`src/rtl/core/fts_pkg.sv`:
```
// Package: shared types and constants for the fixed timestep scheduler.
package fts_pkg;

   localparam int unsigned DATA_W  = 64;
   localparam int unsigned STAMP_W = 63;
   localparam int unsigned STEP_W  = 30;
   localparam int unsigned CAP_W   = 26;
   localparam int unsigned SUB_W   = 6;
   localparam int unsigned CSR_IDX_W = 1;
   localparam int unsigned CSR_DAT_W = 30;

   // register indexes on the configuration channel
   localparam logic [CSR_IDX_W-1:0] CSR_STEP_NS      = 1'b0;
   localparam logic [CSR_IDX_W-1:0] CSR_FRAME_CAP_NS = 1'b1;

   localparam logic [STEP_W-1:0] STEP_RESET = 30'd4166666;
   localparam logic [CAP_W-1:0]  CAP_RESET  = 26'd25000000;

   typedef enum logic [2:0] {
      ST_IDLE,
      ST_CREDIT,
      ST_COUNT,
      ST_DIV,
      ST_EMIT
   } fts_state_type;

endpackage

```
`src/rtl/core/fts_ifs.sv`:
```
// Interfaces: request, response and configuration channels.
interface fts_req_if;
   logic                           valid;
   logic                           ready;
   logic [fts_pkg::STAMP_W-1:0]    frame_start_ns;
   logic [fts_pkg::STAMP_W-1:0]    frame_index;
   modport source (output valid, output frame_start_ns, output frame_index, input ready);
   modport sink   (input valid, input frame_start_ns, input frame_index, output ready);
endinterface

interface fts_rsp_if;
   logic                           valid;
   logic                           ready;
   logic [fts_pkg::STAMP_W-1:0]    sim_time_ns;
   logic signed [fts_pkg::DATA_W-1:0] host_time_ns;
   logic signed [fts_pkg::DATA_W-1:0] host_step_ns;
   logic [fts_pkg::SUB_W-1:0]      subframe_index;
   logic [fts_pkg::STAMP_W-1:0]    frame_tag;
   logic signed [fts_pkg::DATA_W-1:0] frame_duration_ns;
   logic                           last_step;
   modport source (output valid, output sim_time_ns, output host_time_ns,
                   output host_step_ns, output subframe_index, output frame_tag,
                   output frame_duration_ns, output last_step, input ready);
   modport sink   (input valid, input sim_time_ns, input host_time_ns,
                   input host_step_ns, input subframe_index, input frame_tag,
                   input frame_duration_ns, input last_step, output ready);
endinterface

interface fts_csr_if;
   logic                            valid;
   logic                            ready;
   logic [fts_pkg::CSR_IDX_W-1:0]   index;
   logic [fts_pkg::CSR_DAT_W-1:0]   data;
   modport source (output valid, output index, output data, input ready);
   modport sink   (input valid, input index, input data, output ready);
endinterface

```
`src/rtl/core/fts_div.sv`:
```
// Radix-2 restoring divider: signed 64-bit numerator by a small positive count.
module fts_div #(
   parameter int unsigned DEN_W = 7
) (
   input  logic                              clock,
   input  logic                              reset,
   input  logic                              start,
   input  logic signed [fts_pkg::DATA_W-1:0] numer,
   input  logic [DEN_W-1:0]                  denom,
   output logic                              done,
   output logic signed [fts_pkg::DATA_W-1:0] quotient
);

   localparam int unsigned BIT_W = $clog2(fts_pkg::DATA_W);

   logic                       busy_ff, busy_in;
   logic                       done_ff, done_in;
   logic                       neg_ff, neg_in;
   logic [BIT_W-1:0]           bit_ff, bit_in;
   logic [DEN_W-1:0]           den_ff, den_in;
   logic [DEN_W-1:0]           rem_ff, rem_in;
   logic [fts_pkg::DATA_W-1:0] quo_ff, quo_in;

   logic [DEN_W:0]             rem_shift;
   logic [DEN_W:0]             diff;

   assign rem_shift = {rem_ff, quo_ff[fts_pkg::DATA_W-1]};
   assign diff      = rem_shift - {1'b0, den_ff};

   always_comb begin
      busy_in = busy_ff;
      done_in = 1'b0;
      neg_in  = neg_ff;
      bit_in  = bit_ff;
      den_in  = den_ff;
      rem_in  = rem_ff;
      quo_in  = quo_ff;
      if (start) begin
         busy_in = 1'b1;
         neg_in  = numer[fts_pkg::DATA_W-1];
         bit_in  = '0;
         den_in  = denom;
         rem_in  = '0;
         quo_in  = numer[fts_pkg::DATA_W-1] ? (-numer) : numer;
      end else if (busy_ff) begin
         // one quotient bit per cycle; no borrow means the count fits
         if (!diff[DEN_W]) begin
            rem_in = diff[DEN_W-1:0];
            quo_in = {quo_ff[fts_pkg::DATA_W-2:0], 1'b1};
         end else begin
            rem_in = rem_shift[DEN_W-1:0];
            quo_in = {quo_ff[fts_pkg::DATA_W-2:0], 1'b0};
         end
         bit_in = bit_ff + 1'b1;
         if (bit_ff == BIT_W'(fts_pkg::DATA_W - 1)) begin
            busy_in = 1'b0;
            done_in = 1'b1;
         end
      end
   end

   always_ff @(posedge clock) begin
      if (reset) begin
         busy_ff <= 1'b0;
         done_ff <= 1'b0;
      end else begin
         busy_ff <= busy_in;
         done_ff <= done_in;
      end
      neg_ff <= neg_in;
      bit_ff <= bit_in;
      den_ff <= den_in;
      rem_ff <= rem_in;
      quo_ff <= quo_in;
   end

   assign done     = done_ff;
   assign quotient = neg_ff ? (-quo_ff) : quo_ff;

endmodule

```
`src/rtl/core/fixed_timestep_scheduler.sv`:
```
// Top level: fixed timestep scheduler with frame credit, step count and host time.
//
// Usage
//   req_ch carries one frame-start timestamp and a frame number per transfer.
//   rsp_ch carries the step results of that frame, 0 to MAX_STEPS of them, in
//   order; last_step marks the final one. A frame that earns no step gives no
//   result but is still taken as the previous frame start.
//   csr_ch writes step_ns (index 0) or frame_cap_ns (index 1); it is always
//   ready and must be written only while the block is idle.
// Flow
//   One frame at a time: req_ch.ready is high only when idle. A frame passes
//   through capture, credit, counting of its N steps (one compare and subtract
//   per step), then, if N > 0, the serial divider (one quotient bit per cycle
//   for the 64-bit duration, then the quotient is taken) and N result
//   transfers.
// Reset
//   Synchronous, active high: registers return to step 4166666 ns and cap
//   25000000 ns; previous start, accumulator and sim time clear to zero.
// Stall
//   A result holds on rsp_ch until it is taken; the sequencer waits and no
//   new frame is accepted until the last result of the frame is transferred.
module fixed_timestep_scheduler #(
   parameter int unsigned MAX_STEPS = 64
) (
   input  logic       clock,
   input  logic       reset,
   fts_req_if.sink    req_ch,
   fts_rsp_if.source  rsp_ch,
   fts_csr_if.sink    csr_ch
);

   localparam int unsigned CNT_W = $clog2(MAX_STEPS + 1);
   localparam int unsigned DW    = fts_pkg::DATA_W;

   fts_pkg::fts_state_type state_ff, state_in;

   // configuration
   logic [fts_pkg::STEP_W-1:0]  step_ff, step_in;
   logic [fts_pkg::CAP_W-1:0]   cap_ff, cap_in;

   // architectural state
   logic [DW-1:0]               prev_ff, prev_in;
   logic signed [DW-1:0]        acc_ff, acc_in;
   logic [DW-1:0]               sim_ff, sim_in;

   // per-frame working registers
   logic [fts_pkg::STAMP_W-1:0] tag_ff, tag_in;
   logic signed [DW-1:0]        dur_ff, dur_in;
   logic [DW-1:0]               host_ff, host_in;
   logic signed [DW-1:0]        hstep_ff, hstep_in;
   logic [CNT_W-1:0]            cnt_ff, cnt_in;
   logic [CNT_W-1:0]            k_ff, k_in;

   logic                        req_xfer;
   logic                        rsp_xfer;
   logic                        csr_xfer;
   logic                        step_due;
   logic                        is_last;
   logic                        div_start;
   logic                        div_done;
   logic signed [DW-1:0]        div_quo;
   logic signed [DW-1:0]        step_wide;
   logic signed [DW-1:0]        cap_wide;
   logic signed [DW-1:0]        credit;

   assign req_xfer = req_ch.valid && req_ch.ready;
   assign rsp_xfer = rsp_ch.valid && rsp_ch.ready;
   assign csr_xfer = csr_ch.valid && csr_ch.ready;

   assign step_wide = $signed({{(DW - fts_pkg::STEP_W){1'b0}}, step_ff});
   assign cap_wide  = $signed({{(DW - fts_pkg::CAP_W){1'b0}}, cap_ff});
   assign credit    = (dur_ff > cap_wide) ? cap_wide : dur_ff;

   // another step is due while under the limit and the credit covers one step
   assign step_due = (cnt_ff < CNT_W'(MAX_STEPS)) && (acc_ff >= step_wide);
   assign is_last  = ((k_ff + 1'b1) == cnt_ff);

   // next state
   always_comb begin
      state_in = state_ff;
      case (state_ff)
         fts_pkg::ST_IDLE: begin
            if (req_xfer) state_in = fts_pkg::ST_CREDIT;
         end
         fts_pkg::ST_CREDIT: begin
            state_in = fts_pkg::ST_COUNT;
         end
         fts_pkg::ST_COUNT: begin
            if (!step_due) begin
               state_in = (cnt_ff == '0) ? fts_pkg::ST_IDLE : fts_pkg::ST_DIV;
            end
         end
         fts_pkg::ST_DIV: begin
            if (div_done) state_in = fts_pkg::ST_EMIT;
         end
         fts_pkg::ST_EMIT: begin
            if (rsp_xfer && is_last) state_in = fts_pkg::ST_IDLE;
         end
         default: state_in = fts_pkg::ST_IDLE;
      endcase
   end

   // handshake and divider control outputs
   always_comb begin
      req_ch.ready = (state_ff == fts_pkg::ST_IDLE);
      rsp_ch.valid = (state_ff == fts_pkg::ST_EMIT);
      csr_ch.ready = 1'b1;
      div_start    = (state_ff == fts_pkg::ST_COUNT) && !step_due && (cnt_ff != '0);
   end

   // datapath next values
   always_comb begin
      step_in  = step_ff;
      cap_in   = cap_ff;
      prev_in  = prev_ff;
      acc_in   = acc_ff;
      sim_in   = sim_ff;
      tag_in   = tag_ff;
      dur_in   = dur_ff;
      host_in  = host_ff;
      hstep_in = hstep_ff;
      cnt_in   = cnt_ff;
      k_in     = k_ff;

      if (csr_xfer) begin
         case (csr_ch.index)
            fts_pkg::CSR_STEP_NS:      step_in = csr_ch.data[fts_pkg::STEP_W-1:0];
            fts_pkg::CSR_FRAME_CAP_NS: cap_in  = csr_ch.data[fts_pkg::CAP_W-1:0];
            default: ;
         endcase
      end

      case (state_ff)
         fts_pkg::ST_IDLE: begin
            if (req_xfer) begin
               // duration wraps mod 2^64; host time starts at the old frame start
               dur_in  = $signed({1'b0, req_ch.frame_start_ns} - prev_ff);
               host_in = prev_ff;
               prev_in = {1'b0, req_ch.frame_start_ns};
               tag_in  = req_ch.frame_index;
            end
         end
         fts_pkg::ST_CREDIT: begin
            // negative durations are credited as they are
            acc_in = acc_ff + credit;
            cnt_in = '0;
         end
         fts_pkg::ST_COUNT: begin
            if (step_due) begin
               acc_in = acc_ff - step_wide;
               cnt_in = cnt_ff + 1'b1;
            end
         end
         fts_pkg::ST_DIV: begin
            if (div_done) begin
               hstep_in = div_quo;
               k_in     = '0;
            end
         end
         fts_pkg::ST_EMIT: begin
            if (rsp_xfer) begin
               k_in    = k_ff + 1'b1;
               sim_in  = sim_ff + {{(DW - fts_pkg::STEP_W){1'b0}}, step_ff};
               host_in = host_ff + hstep_ff;
            end
         end
         default: ;
      endcase
   end

   always_ff @(posedge clock) begin
      if (reset) begin
         state_ff <= fts_pkg::ST_IDLE;
         step_ff  <= fts_pkg::STEP_RESET;
         cap_ff   <= fts_pkg::CAP_RESET;
         prev_ff  <= '0;
         acc_ff   <= '0;
         sim_ff   <= '0;
         cnt_ff   <= '0;
         k_ff     <= '0;
      end else begin
         state_ff <= state_in;
         step_ff  <= step_in;
         cap_ff   <= cap_in;
         prev_ff  <= prev_in;
         acc_ff   <= acc_in;
         sim_ff   <= sim_in;
         cnt_ff   <= cnt_in;
         k_ff     <= k_in;
      end
      tag_ff   <= tag_in;
      dur_ff   <= dur_in;
      host_ff  <= host_in;
      hstep_ff <= hstep_in;
   end

   // host step = uncapped duration / step count, truncated toward zero
   fts_div #(
      .DEN_W (CNT_W)
   ) u_div (
      .clock    (clock),
      .reset    (reset),
      .start    (div_start),
      .numer    (dur_ff),
      .denom    (cnt_ff),
      .done     (div_done),
      .quotient (div_quo)
   );

   assign rsp_ch.sim_time_ns       = sim_ff[fts_pkg::STAMP_W-1:0];
   assign rsp_ch.host_time_ns      = $signed(host_ff);
   assign rsp_ch.host_step_ns      = hstep_ff;
   assign rsp_ch.subframe_index    = fts_pkg::SUB_W'(k_ff);
   assign rsp_ch.frame_tag         = tag_ff;
   assign rsp_ch.frame_duration_ns = dur_ff;
   assign rsp_ch.last_step         = is_last;

   // one frame at a time: never ready for a frame while a result is pending
   a_no_overlap: assert property (@(posedge clock) disable iff (reset)
      rsp_ch.valid |-> !req_ch.ready)
      else $error("frame accepted while results pending");

   // the step being shown lies inside the counted range
   a_index_range: assert property (@(posedge clock) disable iff (reset)
      rsp_ch.valid |-> (k_ff < cnt_ff))
      else $error("subframe index beyond step count");

   // the final result returns the block to idle
   a_last_idle: assert property (@(posedge clock) disable iff (reset)
      (rsp_xfer && rsp_ch.last_step) |=> req_ch.ready)
      else $error("not idle after last step");

   // divider results arrive only while the sequencer waits for them
   a_div_done: assert property (@(posedge clock) disable iff (reset)
      div_done |-> (state_ff == fts_pkg::ST_DIV))
      else $error("divider done outside division phase");

   // a frame with steps never goes straight back to idle from counting
   a_count_exit: assert property (@(posedge clock) disable iff (reset)
      ((state_ff == fts_pkg::ST_COUNT) && !step_due && (cnt_ff != '0))
         |=> (state_ff == fts_pkg::ST_DIV))
      else $error("counted steps dropped");

endmodule

```
`src/flat_wrapper.sv`:
```
// flat-port wrapper written by rule: the top's interface ports become plain ports
module fixed_timestep_scheduler_flat 
#(
   parameter int unsigned MAX_STEPS = 64
)
  (clock, reset, req_ch_valid, req_ch_frame_start_ns, req_ch_frame_index, req_ch_ready, rsp_ch_valid, rsp_ch_sim_time_ns, rsp_ch_host_time_ns, rsp_ch_host_step_ns, rsp_ch_subframe_index, rsp_ch_frame_tag, rsp_ch_frame_duration_ns, rsp_ch_last_step, rsp_ch_ready, csr_ch_valid, csr_ch_index, csr_ch_data, csr_ch_ready);
  fts_req_if req_ch_i ();
  fts_rsp_if rsp_ch_i ();
  fts_csr_if csr_ch_i ();
  input  logic clock;
  input  logic reset;
  input wire logic [$bits(req_ch_i.valid)-1:0] req_ch_valid;
  input wire logic [$bits(req_ch_i.frame_start_ns)-1:0] req_ch_frame_start_ns;
  input wire logic [$bits(req_ch_i.frame_index)-1:0] req_ch_frame_index;
  output wire logic [$bits(req_ch_i.ready)-1:0] req_ch_ready;
  output wire logic [$bits(rsp_ch_i.valid)-1:0] rsp_ch_valid;
  output wire logic [$bits(rsp_ch_i.sim_time_ns)-1:0] rsp_ch_sim_time_ns;
  output wire logic [$bits(rsp_ch_i.host_time_ns)-1:0] rsp_ch_host_time_ns;
  output wire logic [$bits(rsp_ch_i.host_step_ns)-1:0] rsp_ch_host_step_ns;
  output wire logic [$bits(rsp_ch_i.subframe_index)-1:0] rsp_ch_subframe_index;
  output wire logic [$bits(rsp_ch_i.frame_tag)-1:0] rsp_ch_frame_tag;
  output wire logic [$bits(rsp_ch_i.frame_duration_ns)-1:0] rsp_ch_frame_duration_ns;
  output wire logic [$bits(rsp_ch_i.last_step)-1:0] rsp_ch_last_step;
  input wire logic [$bits(rsp_ch_i.ready)-1:0] rsp_ch_ready;
  input wire logic [$bits(csr_ch_i.valid)-1:0] csr_ch_valid;
  input wire logic [$bits(csr_ch_i.index)-1:0] csr_ch_index;
  input wire logic [$bits(csr_ch_i.data)-1:0] csr_ch_data;
  output wire logic [$bits(csr_ch_i.ready)-1:0] csr_ch_ready;
  assign req_ch_i.valid = req_ch_valid;
  assign req_ch_i.frame_start_ns = req_ch_frame_start_ns;
  assign req_ch_i.frame_index = req_ch_frame_index;
  assign req_ch_ready = req_ch_i.ready;
  assign rsp_ch_valid = rsp_ch_i.valid;
  assign rsp_ch_sim_time_ns = rsp_ch_i.sim_time_ns;
  assign rsp_ch_host_time_ns = rsp_ch_i.host_time_ns;
  assign rsp_ch_host_step_ns = rsp_ch_i.host_step_ns;
  assign rsp_ch_subframe_index = rsp_ch_i.subframe_index;
  assign rsp_ch_frame_tag = rsp_ch_i.frame_tag;
  assign rsp_ch_frame_duration_ns = rsp_ch_i.frame_duration_ns;
  assign rsp_ch_last_step = rsp_ch_i.last_step;
  assign rsp_ch_i.ready = rsp_ch_ready;
  assign csr_ch_i.valid = csr_ch_valid;
  assign csr_ch_i.index = csr_ch_index;
  assign csr_ch_i.data = csr_ch_data;
  assign csr_ch_ready = csr_ch_i.ready;
  fixed_timestep_scheduler #(.MAX_STEPS(MAX_STEPS)) u_core (.clock(clock), .reset(reset), .req_ch(req_ch_i), .rsp_ch(rsp_ch_i), .csr_ch(csr_ch_i));
endmodule
```
`config.mk`:
```
export PLATFORM = sky130hd
export DESIGN_NAME = fixed_timestep_scheduler_flat
export DESIGN_NICKNAME = d
export VERILOG_FILES = /design/src/rtl/core/fts_pkg.sv /design/src/rtl/core/fts_ifs.sv /design/src/rtl/core/fts_div.sv /design/src/rtl/core/fixed_timestep_scheduler.sv /design/src/flat_wrapper.sv
export SDC_FILE = /design/constraint.sdc
export NUM_CORES = 2
export LEC_CHECK = 0
export BUFFER_PORTS_ARGS = -buffer_cell sky130_fd_sc_hd__buf_2
export CAP_MARGIN = 20
export CORE_MARGIN = 4
export CORE_UTILIZATION = 55
export CTS_BUF_LIST = sky130_fd_sc_hd__clkbuf_4 sky130_fd_sc_hd__clkbuf_8
export DETAILED_ROUTE_END_ITERATION = 8
export GPL_TIMING_DRIVEN = 0
export PLACE_DENSITY = 0.82
export SETUP_SLACK_MARGIN = 0.15
export SLEW_MARGIN = 20
export SYNTH_ARGS = -nofsm -noshare
export SYNTH_HDL_FRONTEND = slang
export SYNTH_SLANG_ARGS = --single-unit
```
`constraint.sdc`:
```
create_clock -name clock -period 5.8 [get_ports clock]
set_clock_uncertainty 0.2 [all_clocks]
set_input_delay 1.16 -clock clock [delete_from_list [all_inputs] [get_ports clock]]
set_output_delay 1.16 -clock clock [all_outputs]
set_load 0.05 [all_outputs]
```
==> impl_metrics.py <==
metrics = {
    "sta": {
        "timing.hold.ws_ns": 0.262,
        "rsz0062_at_grt": "true",
        "setup_viol": 4,
        "fin_ws_ns": -0.117,
        "min_period_over_period": 1.02,
        "hold_viol_final": 0,
        "worstMarginPinSlew_ns": 1.28,
        "finalSetupTns_ns": -0.228,
        "layout_min_cycle_time_ns": 5.92,
        "fmax_mhz": 169,
        "max-slew-margin-rel": 0.149,
        "slew_violations": 0,
    },
    "finish": {
        "stdcell_count": 6513,
        "nets": 5924,
        "fillerInstances": 6187,
        "area_growth_pct": 18.5,
        "final_area_um2": 48500,
        "drive_gt1_frac": 0.173,
        "utilization": 0.661,
    },
    "grt": {
        "first_global_vias": 38200,
        "antenna_found_initial": 4,
        "grt_pass1_wl_mm": 214,
        "track_usage": 0.347,
        "overflow": 0,
        "grt_max_degree": 77,
    },
    "worst_setup_path": {
        "cpPeakStageDelay_ns": 0.56,
        "path_buf_inv": 24,
        "start_kind": "register",
        "path_delay_family": "buffers and inverters",
        "cpMostUsedCell": "buf_6",
        "crit_path_max_fanout": 2,
        "crit_type": "reg2reg",
        "crit_start": "u_core.rsp_ch.frame_duration_ns[28]",
        "end_kind": "register",
        "cp_data_required_time_ns": 6.09,
        "crit_arrival_ns": 6.21,
        "slowest_stage": "or4_4",
        "rr_startpoint": "u_core.rsp_ch.frame_duration_ns[28]",
    },
    "outcome": {
        "violations": "negative setup slack",
        "status": "finished with violations",
    },
    "floorplanning": {
        "num_rows": 99,
        "start_util": 0.558,
        "die_area_um2": 78900,
        "chipHeight_um": 281,
        "ios": 490,
        "die_w_um": 281,
        "coreArea_um2": 73300,
    },
    "yosys": {
        "syn_avg_cell_area_um2": 8.56,
        "async_flop_share": 0,
        "synth.net_count": 5243,
        "synth_area_um2": 40900,
        "postSynthCellCount": 4784,
        "ys_warn_count": 0,
        "synth_edf_count": 327,
        "ys_seq_area_frac": 0.376,
        "ys_seq_elements": 605,
        "synth_ff_type": "edfxtp_1",
        "synth_cell_type_count": 87,
    },
    "drt": {
        "wl_met3_mm": 15.6,
        "drt_iter0_drc": 4247,
        "viasPerCell": 6.29,
        "met2_length_mm": 65.6,
        "dr_total_vias": 41000,
        "drc_errors": 0,
        "firstDrtPassIters": 7,
        "ant_nets": 0,
        "wl_per_cell_um": 22.4,
        "topRoutingLayerUsed": "met5",
        "drt-total-wl_mm": 146,
        "wl_met1_mm": 56.0,
    },
    "placed_design": {
        "dpl.cell_count": 6234,
        "post-dp-hpwl_mm": 112,
        "place_area_um2": 44800,
        "io_buffers": 487,
        "globalplace.congestion": 1.00,
        "pre_cts_ws_ns": -0.870,
    },
    "power_and_ir_drop": {
        "pwr_density_cell_nw_per_um2": 292,
        "finalPower_mw": 14.2,
        "p_leak_nw": 20.0,
        "peakVddDrop_mv": 0.222,
    },
    "clock_tree": {
        "clock-sinks": 605,
        "h-tree-depth": 3,
        "cts_tree": "yes",
        "clkSlewWorstSetupHoldPaths_ns": 0.06,
        "insertion_delay_ns": 0.75,
        "cts_root_buf": "clkbuf_8",
        "clockBufferDepth": 3,
        "cts_made_buffers": 106,
    },
    "hold_path": {
        "hold_class": "reg2reg",
        "hold_start": "u_core.prev_ff[2]",
    },
    "flow_run": {
        "cap_violations": 0,
    },
}
-- report_power, final --
group	internal, mW	total, mW	switching, mW
Sequential	4.86	5.22	0.360
Clock	2.39	4.32	1.93
Combinational	1.57	4.63	3.06
-- sequential cells by signal, indices dropped and copies added (netlist names), 6 cells and up --
| signal | cells |
|---|---|
| u_core.sim_ff | 63 |
| u_core.k_ff | 7 |
| u_core.rsp_ch.host_step_ns | 64 |
| u_core.cap_ff | 26 |
| u_core.step_ff | 30 |
| u_core.rsp_ch.frame_duration_ns | 64 |
| u_core.u_div.den_ff | 7 |
| u_core.u_div.quo_ff | 64 |
| u_core.u_div.rem_ff | 7 |
| u_core.acc_ff | 64 |
| u_core.rsp_ch.host_time_ns | 64 |
| u_core.prev_ff | 63 |
| u_core.u_div.bit_ff | 6 |
| u_core.rsp_ch.frame_tag | 63 |
| u_core.cnt_ff | 7 |
-- final timing paths --
| kind | endpoint | slack [ns] | cells after the start |
|---|---|---|---|
| max | u_core.u_div.quo_ff[57] | -0.12 | 34 |
| min reg2reg | u_core.prev_ff[2] | 0.26 | 2 |
| min | u_core.prev_ff[2] | 0.26 | 2 |
| max reg2reg | u_core.u_div.quo_ff[57] | -0.12 | 34 |
-- kinds of logic after synthesis --
logic type | count (synthesis) | synth area share
fa+ha+maj | 297 | 0.0919
xor+xnor | 366 | 0.0783
simple gates | 1577 | 0.181
mux | 52 | 0.0138
other cells | 1 | 0.0000916
flops | 605 | 0.376
buf+inv | 459 | 0.0429
compound gates | 1427 | 0.216
-- metal layers --
metal,vias up,GRT usage
met2,2325,0.556
li1,18800,-
met4,2,0.181
met3,484,0.0836
met5,-,0
met1,19400,0.439
-- cells in the final DEF, fill, tap and decap left out, types with 36 or more instances in the layout --
master,instances
nor2b_1,71
a21oi_1,495
nand2b_1,38
clkbuf_8,121
nand4_1,75
clkbuf_1,178
xor2_1,154
o211ai_1,60
edfxtp_1,327
ha_1,283
nor3_1,88
nand2_1,597
a211oi_1,55
clkbuf_4,36
buf_2,495
a21o_1,136
and3_1,42
nand3_1,95
or3_1,53
buf_4,60
inv_1,230
o21bai_1,44
dfxtp_1,278
o31ai_1,55
nor2_1,347
xnor2_1,205
o21ai_0,291
-- timing repair --
action                     4_1_cts  5_1_grt
resized for setup               68       97
setup endpoints to repair       51      100
hold buffers                     0        0
pin swaps                       36       45
setup buffers                   50       32
gates cloned                     0        1
-- area by class of cell --
class | count | area [um2] | area share
Antenna cell | 4 | 10.0 | 0.000206
Clock buffer | 155 | 1910 | 0.0393
Inverter | 232 | 871 | 0.0180
Timing Repair Buffer | 573 | 3260 | 0.0673
Multi-Input combinational cell | 3721 | 24500 | 0.506
Clock inverter | 38 | 378 | 0.00779
Sequential cell | 605 | 15400 | 0.317
Buffer | 226 | 947 | 0.0195
Tap cell | 959 | 1200 | 0.0247
-- cell usage after synthesis, types with 11 or more instances --
library cell | n | area (um2)
nand2_1 | 600 | 2250
a21oi_1 | 513 | 2570
nor2_1 | 353 | 1330
edfxtp_1 | 327 | 9820
o21ai_0 | 306 | 1530
ha_1 | 291 | 3640
dfxtp_1 | 278 | 5570
inv_1 | 232 | 871
xnor2_1 | 210 | 1840
clkbuf_1 | 193 | 724
xor2_1 | 156 | 1370
a21o_1 | 136 | 1020
nand3_1 | 96 | 480
nor3_1 | 93 | 465
nand4_1 | 75 | 469
nor2b_1 | 71 | 444
a211oi_1 | 60 | 450
o211ai_1 | 60 | 450
o31ai_1 | 57 | 428
or3_1 | 55 | 344
o21bai_1 | 45 | 338
and3_1 | 43 | 269
nand2b_1 | 39 | 244
a31oi_1 | 37 | 231
mux2_2 | 36 | 405
or4_1 | 29 | 218
nor4_1 | 27 | 169
and2_1 | 24 | 150
o41ai_1 | 24 | 210
o21a_1 | 23 | 173
buf_1 | 21 | 78.8
or2_2 | 20 | 125
mux2i_1 | 16 | 160
o22ai_1 | 15 | 93.8
o31a_1 | 14 | 123
a311oi_1 | 13 | 114
and4_1 | 13 | 114
nand3b_1 | 12 | 90.1
a221oi_1 | 11 | 96.3
-- worst reg2reg max path, delay by kind of cell, from the launching register on --
kind,cells,cell delay [ns]
AO/OA/AOI/OAI,2,0.72
XOR/XNOR,1,0.10
buffers and inverters,24,2.10
flip-flops,1,0.42
multiplexers,1,0.26
AND/OR/NAND/NOR,6,1.83
No activity file was read; power rests on OpenSTA's default activity.
